`config.mk`:
```
export PLATFORM = sky130hd
export DESIGN_NAME = ssd_div
export DESIGN_NICKNAME = d
export VERILOG_FILES = /design/src/hdl/ssd_pkg.sv /design/src/hdl/ssd_div.sv
export SDC_FILE = /design/constraint.sdc
export NUM_CORES = 1
export LEC_CHECK = 0
export BUFFER_PORTS_ARGS = -buffer_cell sky130_fd_sc_hd__buf_4
export CAP_MARGIN = 5
export CORE_ASPECT_RATIO = 1.4
export CORE_MARGIN = 10
export CORE_UTILIZATION = 40
export CTS_CLUSTER_SIZE = 28
export DETAILED_ROUTE_END_ITERATION = 10
export PLACE_DENSITY = 0.73
export SETUP_SLACK_MARGIN = 0.15
export SLEW_MARGIN = 0
export SYNTH_ARGS = -nofsm -noshare
export SYNTH_HDL_FRONTEND = slang
export SYNTH_SLANG_ARGS = --single-unit
```
`constraint.sdc`:
```
create_clock -name clk -period 6.78 [get_ports clk]
set_input_delay 1.017 -clock clk [delete_from_list [all_inputs] [get_ports clk]]
set_output_delay 1.017 -clock clk [all_outputs]
set_load 0.005 [all_outputs]
```
`src/hdl/ssd_pkg.sv`:
```
// Shared constants and types for the sample standard deviation block.
package ssd_pkg;
    localparam int MAX_LEN_DEF = 1024;
    localparam int DATA_W      = 32;

    typedef struct packed {
        logic busy;
        logic done;
    } div_stat_t;
endpackage

```
`src/hdl/ssd_div.sv`:
```
// Unsigned restoring divider, one quotient bit per cycle.
module ssd_div #(
    parameter int NW = 76,
    parameter int DW = 12
) (
    input  logic                clk,
    input  logic                rst_n,
    input  logic                start,
    input  logic [NW-1:0]       dividend,
    input  logic [DW-1:0]       divisor,
    output logic [NW-1:0]       quotient,
    output logic [DW-1:0]       remainder,
    output ssd_pkg::div_stat_t  stat
);
    import ssd_pkg::*;

    localparam int CNTW = $clog2(NW + 1);

    logic [NW-1:0]   q_reg;
    logic [DW-1:0]   r_reg;
    logic [DW-1:0]   d_reg;
    logic [CNTW-1:0] cnt_reg;
    logic            busy_reg;
    logic            done_reg;
    logic [DW:0]     r_sh;
    logic [DW:0]     diff;
    logic            ge;

    always_comb
    begin
        r_sh = {r_reg, q_reg[NW-1]};
        diff = r_sh - {1'b0, d_reg};
        ge   = (r_sh >= {1'b0, d_reg});
    end

    always_ff @(posedge clk or negedge rst_n)
    begin
        if (!rst_n)
        begin
            busy_reg <= 1'b0;
            done_reg <= 1'b0;
            cnt_reg  <= '0;
        end
        else
        begin
            done_reg <= 1'b0;
            if (start)
            begin
                busy_reg <= 1'b1;
                cnt_reg  <= CNTW'(NW);
            end
            else if (busy_reg)
            begin
                cnt_reg <= cnt_reg - 1'b1;
                if (cnt_reg == CNTW'(1))
                begin
                    busy_reg <= 1'b0;
                    done_reg <= 1'b1;
                end
            end
        end
    end

    always_ff @(posedge clk)
    begin
        if (start)
        begin
            q_reg <= dividend;
            r_reg <= '0;
            d_reg <= divisor;
        end
        else if (busy_reg)
        begin
            q_reg <= {q_reg[NW-2:0], ge};
            r_reg <= ge ? diff[DW-1:0] : r_sh[DW-1:0];
        end
    end

    assign quotient  = q_reg;
    assign remainder = r_reg;
    assign stat.busy = busy_reg;
    assign stat.done = done_reg;
endmodule

```
==> impl_metrics.env, run 1 <==
export IMPL_avgViaCountPerCell=5.33
export IMPL_power_density_nw_per_um2=295
export IMPL_layout_commonest_cell="buf_4"
export IMPL_hold_viol=0
export IMPL_core_area_um2=12900
export IMPL_grt_pass1_wl_um=21400
export IMPL_switchingPower_uw=643
export IMPL_startpoint="start"
export IMPL_numPortBuffers=180
export IMPL_yosysTopAreaCellShare_pct=50.3
export IMPL_drc_errors=0
export IMPL_r2r_start="busy_reg"
export IMPL_crit_path_end_kind="register"
export IMPL_fillers=1039
export IMPL_worstMarginPinSlew_ns=1.08
export IMPL_syn_avg_cell_area_um2=13.8
export IMPL_p_sw_share_pct=31.0
export IMPL_start_kind="input pin"
export IMPL_crit_type="input pin to register"
export IMPL_area_growth_pct=33.7
export IMPL_synth_seq_cells=109
export IMPL_clk_insertion_delay_late_ns=0.35
export IMPL_grt_use_met3_pct=5.81
export IMPL_drt_iter0_drc=184
export IMPL_grt_util_met2_pct=26.3
export IMPL_ir_drop_mv=0.141
export IMPL_clock_power_share_pct=26.4
export IMPL_final_util_pct=54.6
export IMPL_largest_reg_flops=76
export IMPL_status="completed"
export IMPL_finalSetupTns_ns=0
export IMPL_synth_area_leaders="edfxtp_1, mux2_2, dfxtp_1"
export IMPL_yosysTopAreaCell="edfxtp_1"
export IMPL_yosys_most_used_dff="edfxtp_1"
export IMPL_synthesis_nets=487
export IMPL_final_setup_skew_ns=0.0102
export IMPL_yosys_warnings=0
export IMPL_syn_area_um2=5260
export IMPL_crit_slowest_cell="nor2_1"
export IMPL_path_cells="buf_4 -> nor2_1 -> inv_2 -> buf_4"
export IMPL_ios=181
export IMPL_routed_wl_um=13900
export IMPL_fin_crit_ns=2.78
export IMPL_die_area_um2=18200
export IMPL_pre_cts_ws_ns=3.59
export IMPL_slew_violations=0
export IMPL_num_antenna_cells=0
export IMPL_clock_sinks=109
export IMPL_slowest_delay_ns=0.61
export IMPL_p_int_uw=1430
export IMPL_grt_max_degree=90
export IMPL_cts_root_buffer="clkbuf_16"
export IMPL_ys_seq_area_share_pct=59.1
export IMPL_grt_busiest_layer="met2"
export IMPL_synth_edf_count=88
export IMPL_critPathMostFrequentCell="buf_4"
export IMPL_min_path_type="input pin to async pin"
export IMPL_layout_drive_gt1_share_pct=51.3
export IMPL_path_clk_slew_ns=0.07
export IMPL_worst_path_max_fanout=39
export IMPL_cts_inserted_buffers=9
export IMPL_drt_pass1_iterations=4
export IMPL_final_cell_mix="buf_4, edfxtp_1, mux2_2, nand2_1, inv_1"
export IMPL_ctsResizeCount=0
export IMPL_cts_setup_buffers=0
export IMPL_fin_crit_sh_pct=41.0
export IMPL_fmax_mhz=360
export IMPL_worst_ep_arrival_time_ns=2.83
export IMPL_fin_nets=660
export IMPL_fin_ws_ns=4.00
export IMPL_first_global_vias=4110
export IMPL_rows=49
export IMPL_synth_cell_types=53
export IMPL_wire_per_inst_um=19.6
export IMPL_setup_viol=0
export IMPL_async_flop_share_pct=8.26
export IMPL_antenna_found_initial=0
export IMPL_die_h_um=156
export IMPL_p_leak_uw=0.00294
export IMPL_dp_hpwl_um=10600
export IMPL_clk_path_buf_depth=2
export IMPL_cp_data_required_time_ns=6.83
export IMPL_die_w_um=117
export IMPL_final_antenna_net_count=0
export IMPL_overflow=0
export IMPL_maxCapViolations=0
export IMPL_grtUsageMet1_pct=15.4
export IMPL_vias=3796
export IMPL_grt_usage_pct=15.0
export IMPL_p_comb_share_pct=30.1
export IMPL_start_util_pct=40.8
export IMPL_max_slew_margin_rel_pct=28.1
export IMPL_rsz0062_at_grt="false"
export IMPL_htree_levels=3
export IMPL_gp_congestion=0.874
export IMPL_cts_tree="done"
export IMPL_hold_buffers=0
export IMPL_syn_inst=381
export IMPL_share_seq_of_total_power_pct=43.4
[cells by family after synthesis]
family / share of synthesized area [%]
flip-flops: 59.1
AND/OR/NAND/NOR: 8.00
multiplexers: 16.3
AO/OA/AOI/OAI: 7.92
buffers and inverters: 3.14
adder cells (fa/ha/maj): 3.71
XOR/XNOR: 1.83
[layer usage]
| layer | wire length [um] | up-vias | part of all wire (%) |
|---|---|---|---|
| met5 | 0 | - | 0 |
| met4 | 393 | 0 | 2.8 |
| met3 | 1180 | 26 | 8.4 |
| met2 | 7410 | 145 | 53 |
| met1 | 4970 | 1834 | 36 |
| li1 | - | 1791 | - |
[final timing paths]
kind                            endpoint  slack (ns)  cells past startpoint
min reg2reg                remainder[11]        0.53                      2
min                           cnt_reg[6]        0.47                      1
max reg2reg                 quotient[19]        4.26                      3
min in group clk           remainder[11]        0.53                      2
max in group asynchronous       busy_reg        6.16                      1
max                         quotient[19]        4.00                      4
[power groups by stage]
stage | Clock, uW | Sequential [uW] | Combinational [uW]
final | 549 | 901 | 625
after CTS | 563 | 902 | 629
after global placement | 0 | 915 | 612
after detailed placement | 0 | 915 | 625
after global routing | 589 | 914 | 683
after floorplan | 0 | 898 | 361
[through the flow]
step | instance area [um^2] | hold WS, ns | total power (uW) | cells
after global placement | 6720 | 0.495 | 1530 | 696
after floorplan | 5260 | 0.480 | 1260 | 381
after detailed placement | 6720 | 0.524 | 1540 | 696
after CTS | 7030 | 0.469 | 2090 | 712
after global routing | 7030 | 0.469 | 2190 | 712
final | 7030 | 0.475 | 2070 | 712
[cell type report]
cell class | instances | area, um^2 | area share (%)
flip-flops and latches | 109 | 3110 | 44.2
inverters | 18 | 67.6 | 0.962
multi-input cells | 234 | 1980 | 28.2
repair buffers | 182 | 1370 | 19.4
well taps | 153 | 191 | 2.72
clock buffers | 9 | 225 | 3.21
clock inverters | 7 | 83.8 | 1.19
[critical path, delay by kind of cell]
kind,cells,cell delay [ns]
buffers and inverters,3,1.18
AND/OR/NAND/NOR,1,0.61
[cell usage after synthesis, drive strengths merged, types with 7 or more instances]
master / count
nor2: 12
inv: 18
o21ai: 9
ha: 14
edfxtp: 88
clkbuf: 12
buf: 8
nand4: 9
dfxtp: 12
nand3: 7
dfrtp: 9
nand2b: 8
a21oi: 12
mux2: 76
nand2: 18
(Power assumes the default switching activity.)
==> inputs of run 2 (changes only) <==
--- a/config.mk
+++ b/config.mk
@@ -12,7 +12,7 @@
 export CORE_UTILIZATION = 40
 export CTS_CLUSTER_SIZE = 28
 export DETAILED_ROUTE_END_ITERATION = 10
-export PLACE_DENSITY = 0.73
+export PLACE_DENSITY = 0.76
 export SETUP_SLACK_MARGIN = 0.15
 export SLEW_MARGIN = 0
 export SYNTH_ARGS = -nofsm -noshare
==> constraint.sdc (replaced) <==
create_clock -name clk -period 2.5 [get_ports clk]
set_input_delay 0.375 -clock clk [delete_from_list [all_inputs] [get_ports clk]]
set_output_delay 0.375 -clock clk [all_outputs]
set_load 0.005 [all_outputs]
==> run 2 against run 1 <==
Effect of this change:
- design area rose by 1.3%
- combinational power grew to 2.8 times the previous value
- non-clock buffer count up 6
- first-iteration DRC count decreased by 4.9%
- worst setup slack lost 3.7 ns
- power rose to 2.7 times the previous value
- highest routed layer unchanged
==> impl_metrics.env, run 2 (same netlist as run 1, synthesis figures left out) <==
export IMPL_status="completed"
export IMPL_clock_sinks=109
export IMPL_fin_nets=666
export IMPL_startpoint="remainder[0]"
export IMPL_clk_path_buf_depth=2
export IMPL_path_clk_slew_ns=0.08
export IMPL_overflow=0
export IMPL_final_setup_skew_ns=0.00955
export IMPL_dp_hpwl_um=10900
export IMPL_worst_ep_arrival_time_ns=2.46
export IMPL_p_leak_uw=0.00299
export IMPL_final_util_pct=55.3
export IMPL_cts_root_buffer="clkbuf_16"
export IMPL_die_w_um=117
export IMPL_ir_drop_mv=0.412
export IMPL_fin_crit_ns=2.20
export IMPL_grt_max_degree=72
export IMPL_drt_iter0_drc=175
export IMPL_pre_cts_ws_ns=0.321
export IMPL_crit_path_end_kind="register"
export IMPL_cp_data_required_time_ns=2.76
export IMPL_core_area_um2=12900
export IMPL_crit_slowest_cell="dfxtp_1"
export IMPL_min_path_type="input pin to register"
export IMPL_grt_usage_pct=15.6
export IMPL_worst_path_max_fanout=12
export IMPL_layout_drive_gt1_share_pct=52.0
export IMPL_wire_per_inst_um=19.8
export IMPL_largest_reg_flops=76
export IMPL_r2r_start="remainder[0]"
export IMPL_routed_wl_um=14200
export IMPL_die_h_um=156
export IMPL_r2r_cells=6
export IMPL_max_slew_margin_rel_pct=67.4
export IMPL_ios=181
export IMPL_finalSetupTns_ns=0
export IMPL_slowest_delay_ns=0.46
export IMPL_path_cells="ha_1 -> nor2b_1 -> o31ai_4 -> a311o_2 -> nand3_1 -> a311oi_1"
export IMPL_htree_levels=3
export IMPL_design_area_um2=7120
export IMPL_ff2ff_setup_slack_ns=0.30
export IMPL_die_area_um2=18200
export IMPL_cts_setup_buffers=0
export IMPL_area_growth_pct=35.4
export IMPL_setup_viol=0
export IMPL_endpoint="remainder[5]"
export IMPL_fmax_mhz=454
export IMPL_layout_commonest_cell="buf_4"
export IMPL_rows=49
export IMPL_num_antenna_cells=0
export IMPL_hold_slack_ns=0.193
export IMPL_first_global_vias=4121
export IMPL_worstMarginPinSlew_ns=0.489
export IMPL_fillers=1073
export IMPL_power_density_nw_per_um2=801
export IMPL_fin_ws_ns=0.297
export IMPL_cts_inserted_buffers=9
export IMPL_crit_type="register to register"
export IMPL_clk_insertion_delay_late_ns=0.35
export IMPL_multi_input_area_um2=1990
export IMPL_numPortBuffers=180
export IMPL_vias=3804
export IMPL_start_kind="register"
export IMPL_gp_congestion=0.881
export IMPL_post_dp_cell_area_um2=6790
export IMPL_maxCapViolations=0
export IMPL_avgViaCountPerCell=5.30
export IMPL_grt_pass1_wl_um=22100
export IMPL_r2r_end="remainder[5]"
export IMPL_seq_area_um2=3110
export IMPL_cts_tree="done"
export IMPL_final_antenna_net_count=0
export IMPL_drc_errors=0
export IMPL_slew_violations=0
export IMPL_antenna_found_initial=0
export IMPL_hold_viol=0
export IMPL_final_cell_mix="buf_4, edfxtp_1, mux2_2, nand2_1, inv_1"
export IMPL_fin_crit_sh_pct=88.1
export IMPL_drt_pass1_iterations=4
export IMPL_rsz0062_at_grt="false"
export IMPL_start_util_pct=40.8
==> run 2: cell count changes in the layout (fill, tap and decap cells not counted), moves of 2 or more <==
| cell | delta |
|---|---|
| buf_12 | +2 |
| buf_4 | +3 |
| clkinv_2 | +2 |
| clkinv_4 | -2 |
==> run 2: cell type report <==
cell class | instances | area share (%)
clock inverters | 7 | 1.35
well taps | 153 | 2.69
inverters | 18 | 1.00
repair buffers | 188 | 20.2
clock buffers | 9 | 3.16
multi-input cells | 234 | 27.9
flip-flops and latches | 109 | 43.7
==> run 2: worst min path at each step <==
stage	startpoint	endpoint	cells past startpoint	slack, ns
after global routing	divisor[5]	d_reg[5]	1	0.18
after CTS	divisor[5]	d_reg[5]	1	0.18
after global placement	rst_n	done_reg	1	0.20
after detailed placement	rst_n	done_reg	1	0.21
final	divisor[5]	d_reg[5]	1	0.19
after floorplan	rst_n	busy_reg	0	0.08
==> run 2: power breakdown <==
part | switching, uW | internal, uW
Clock | 659 | 884
Sequential | 193 | 2230
Combinational | 848 | 881
Total | 1700 | 4000
==> run 2: metrics by stage <==
| stage | total power (uW) | cells |
|---|---|---|
| 3_3_place_gp | 4130 | 701 |
| 6_report | 5700 | 718 |
| 5_1_grt | 5990 | 718 |
| 2_1_floorplan | 3410 | 381 |
| 4_1_cts | 5750 | 718 |
| 3_5_place_dp | 4180 | 701 |
==> run 2: metal layers <==
layer	vias up	GRT usage [%]	routed length [um]
li1	1807	-	-
met1	1830	15.9	4970
met2	151	27.4	7570
met3	16	6.93	1430
met4	0	5.67	248
met5	-	0	0
==> run 2: what timing repair did <==
| item | CTS | global route |
|---|---|---|
| endpoints found under the hold margin | 9 | 0 |
| hold buffers | 1 | 0 |
| endpoints found under the setup margin | 0 | 1 |
| gates resized for setup | 0 | 1 |
==> run 2: critical path: cells and delay by family, from the launching register on <==
family                   cells  cell delay, ns
AO/OA/AOI/OAI                3            1.05
adder cells (fa/ha/maj)      1            0.29
flip-flops                   1            0.46
AND/OR/NAND/NOR              2            0.30
==> inputs of run 3 (changes only) <==
--- a/config.mk
+++ b/config.mk
@@ -5,6 +5,7 @@
 export SDC_FILE = /design/constraint.sdc
 export NUM_CORES = 1
 export LEC_CHECK = 0
+export ABC_AREA = 1
 export BUFFER_PORTS_ARGS = -buffer_cell sky130_fd_sc_hd__buf_4
 export CAP_MARGIN = 5
 export CORE_ASPECT_RATIO = 1.4
@@ -12,8 +13,9 @@
 export CORE_UTILIZATION = 40
 export CTS_CLUSTER_SIZE = 28
 export DETAILED_ROUTE_END_ITERATION = 10
-export PLACE_DENSITY = 0.76
-export SETUP_SLACK_MARGIN = 0.15
+export MAX_ROUTING_LAYER = met4
+export PLACE_DENSITY = 0.75
+export SETUP_SLACK_MARGIN = 0.4
 export SLEW_MARGIN = 0
 export SYNTH_ARGS = -nofsm -noshare
 export SYNTH_HDL_FRONTEND = slang
==> run 3 against run 2 <==
Effect of this change:
- combinational power down 5%
- design area rose by 2.1%
- register-to-register slack improved by 0.24 ns
- critical endpoint is now remainder[8]
- hold slack better by 0.0094 ns
- global-route usage is 1.3 points higher
- sequential power fell by 2%
- final cell count up 37%
- via count increased by 22%
==> impl_metrics.env, run 3 <==
export IMPL_ys_seq_area_share_pct=57.8
export IMPL_dp_hpwl_um=11600
export IMPL_max_slew_margin_rel_pct=61.1
export IMPL_path_clk_slew_ns=0.08
export IMPL_setup_viol=0
export IMPL_die_area_um2=18500
export IMPL_yosys_most_used_dff="edfxtp_1"
export IMPL_clk_insertion_delay_late_ns=0.34
export IMPL_finalSetupTns_ns=0
export IMPL_rsz0062_at_grt="true"
export IMPL_synth_cell_types=29
export IMPL_crit_path_end_kind="register"
export IMPL_slew_violations=0
export IMPL_gp_congestion=0.878
export IMPL_grt_max_degree=86
export IMPL_multi_input_area_um2=1940
export IMPL_p_leak_uw=0.00373
export IMPL_cp_data_required_time_ns=2.74
export IMPL_cts_inserted_buffers=9
export IMPL_htree_levels=3
export IMPL_antenna_found_initial=0
export IMPL_dp_cells=967
export IMPL_fin_crit_ns=1.96
export IMPL_yosysTopAreaCellShare_pct=49.1
export IMPL_final_setup_skew_ns=0.00788
export IMPL_synthTopCellsByCount="nand2_1, edfxtp_1, inv_1, nand3_1, nor2_1"
export IMPL_async_flop_share_pct=8.26
export IMPL_start_util_pct=40.5
export IMPL_wire_per_inst_um=15.7
export IMPL_worstMarginPinSlew_ns=0.584
export IMPL_synth_most_common_cell="nand2_1"
export IMPL_clk_path_buf_depth=2
export IMPL_grt_pass1_wl_um=24200
export IMPL_numPortBuffers=180
export IMPL_syn_avg_cell_area_um2=8.65
export IMPL_routed_wl_um=15500
export IMPL_grt_usage_pct=16.9
export IMPL_avgViaCountPerCell=4.70
export IMPL_rows=50
export IMPL_design_area_um2=7270
export IMPL_fin_nets=903
export IMPL_cts_tree="done"
export IMPL_fmax_mhz=510
export IMPL_status="completed"
export IMPL_fillers=1269
export IMPL_drc_errors=0
export IMPL_fin_crit_sh_pct=78.4
export IMPL_num_antenna_cells=0
export IMPL_synth_seq_cells=109
export IMPL_start_kind="register"
export IMPL_yosysTopAreaCell="edfxtp_1"
export IMPL_clock_sinks=109
export IMPL_syn_inst=622
export IMPL_hold_slack_ns=0.203
export IMPL_layout_commonest_cell="nand2_1"
export IMPL_final_antenna_net_count=0
export IMPL_post_dp_cell_area_um2=6940
export IMPL_drt_pass1_iterations=5
export IMPL_worst_path_max_fanout=4
export IMPL_hold_viol=0
export IMPL_ios=181
export IMPL_largest_reg_flops=76
export IMPL_die_h_um=157
export IMPL_drt_iter0_drc=303
export IMPL_min_path_type="input pin to register"
export IMPL_final_cell_mix="nand2_1, buf_4, edfxtp_1, inv_1, nand3_1"
export IMPL_synthesis_nets=728
export IMPL_synth_area_leaders="edfxtp_1, nand2_1, dfxtp_1"
export IMPL_power_density_nw_per_um2=756
export IMPL_syn_area_um2=5380
export IMPL_fin_cells=984
export IMPL_core_area_um2=13300
export IMPL_worst_ep_arrival_time_ns=2.20
export IMPL_overflow=0
export IMPL_vias=4627
export IMPL_crit_type="register to register"
export IMPL_ir_drop_mv=0.371
export IMPL_seq_area_um2=3110
export IMPL_cts_root_buffer="clkbuf_16"
export IMPL_die_w_um=118
export IMPL_area_growth_pct=35.1
export IMPL_maxCapViolations=0
export IMPL_yosys_warnings=0
export IMPL_synth_edf_count=88
export IMPL_layout_drive_gt1_share_pct=27.7
export IMPL_first_global_vias=4765
run 3: worst paths after layout:
path | startpoint | endpoint | slack, ns | depth (start not counted)
max | quotient[75] | remainder[8] | 0.54 | 12
min | divisor[9] | d_reg[9] | 0.20 | 1
max reg2reg | quotient[75] | remainder[8] | 0.54 | 12
min reg2reg | remainder[4] | remainder[4] | 0.50 | 2
max in group asynchronous | rst_n | busy_reg | 1.96 | 2
min in group asynchronous | rst_n | cnt_reg[3] | 0.41 | 2
run 3: stage by stage:
| stage | setup slack (ns) | total power, uW | util [%] |
|---|---|---|---|
| floorplan | 0.304 | 3350 | - |
| finish | 0.539 | 5500 | 54.8 |
| global route | 0.354 | 5870 | 54.8 |
| detailed placement | 0.384 | 4050 | 52.3 |
| global placement | 0.413 | 4020 | 52.3 |
| CTS | 0.487 | 5540 | 54.7 |
run 3: cell families after synthesis:
| group | share of synthesized area (%) |
|---|---|
| flip-flops | 57.8 |
| XOR/XNOR | 0.814 |
| AND/OR/NAND/NOR | 29.8 |
| AO/OA/AOI/OAI | 1.49 |
| buffers and inverters | 6.51 |
| adder cells (fa/ha/maj) | 3.63 |
run 3: layout make-up:
cell class,instances,share of cell area [%]
clock buffer,9,3.10
timing repair buffer,189,19.9
inverter,62,3.25
clock inverter,7,1.12
sequential,109,42.8
tap,182,3.13
multi-input combinational,426,26.7
run 3: what timing repair did:
item	4_1_cts	5_1_grt
buffers inserted	0	0
resized for setup	1	2
gates cloned	0	0
hold endpoints to repair	9	0
hold buffers	1	0
setup endpoints to repair	1	9
run 3: routing by layer:
| layer | GRT usage [%] | part of all wire, % |
|---|---|---|
| met1 | 19.6 | 41 |
| met2 | 27.3 | 49 |
| met3 | 5.13 | 7.6 |
| met4 | 6.43 | 1.8 |
| met5 | - | 0 |
run 3: worst max-delay path, cell delays in order (launching register included):
cell and delay [ns]:
edfxtp_1 0.40, inv_1 0.10, ha_1 0.14, inv_1 0.08, fa_2 0.38, nand3_1 0.11
nand3_1 0.15, nand2_1 0.15, nand2_1 0.06, nand2_1 0.07, nand3_2 0.07, nand3_1 0.09
nand2_1 0.05
run 3: power breakdown:
| part | internal [uW] | leakage, uW | switching, uW |
|---|---|---|---|
| clock | 793 | 0.000152 | 687 |
| combinational | 745 | 0.00242 | 903 |
| sequential | 2200 | 0.00116 | 169 |
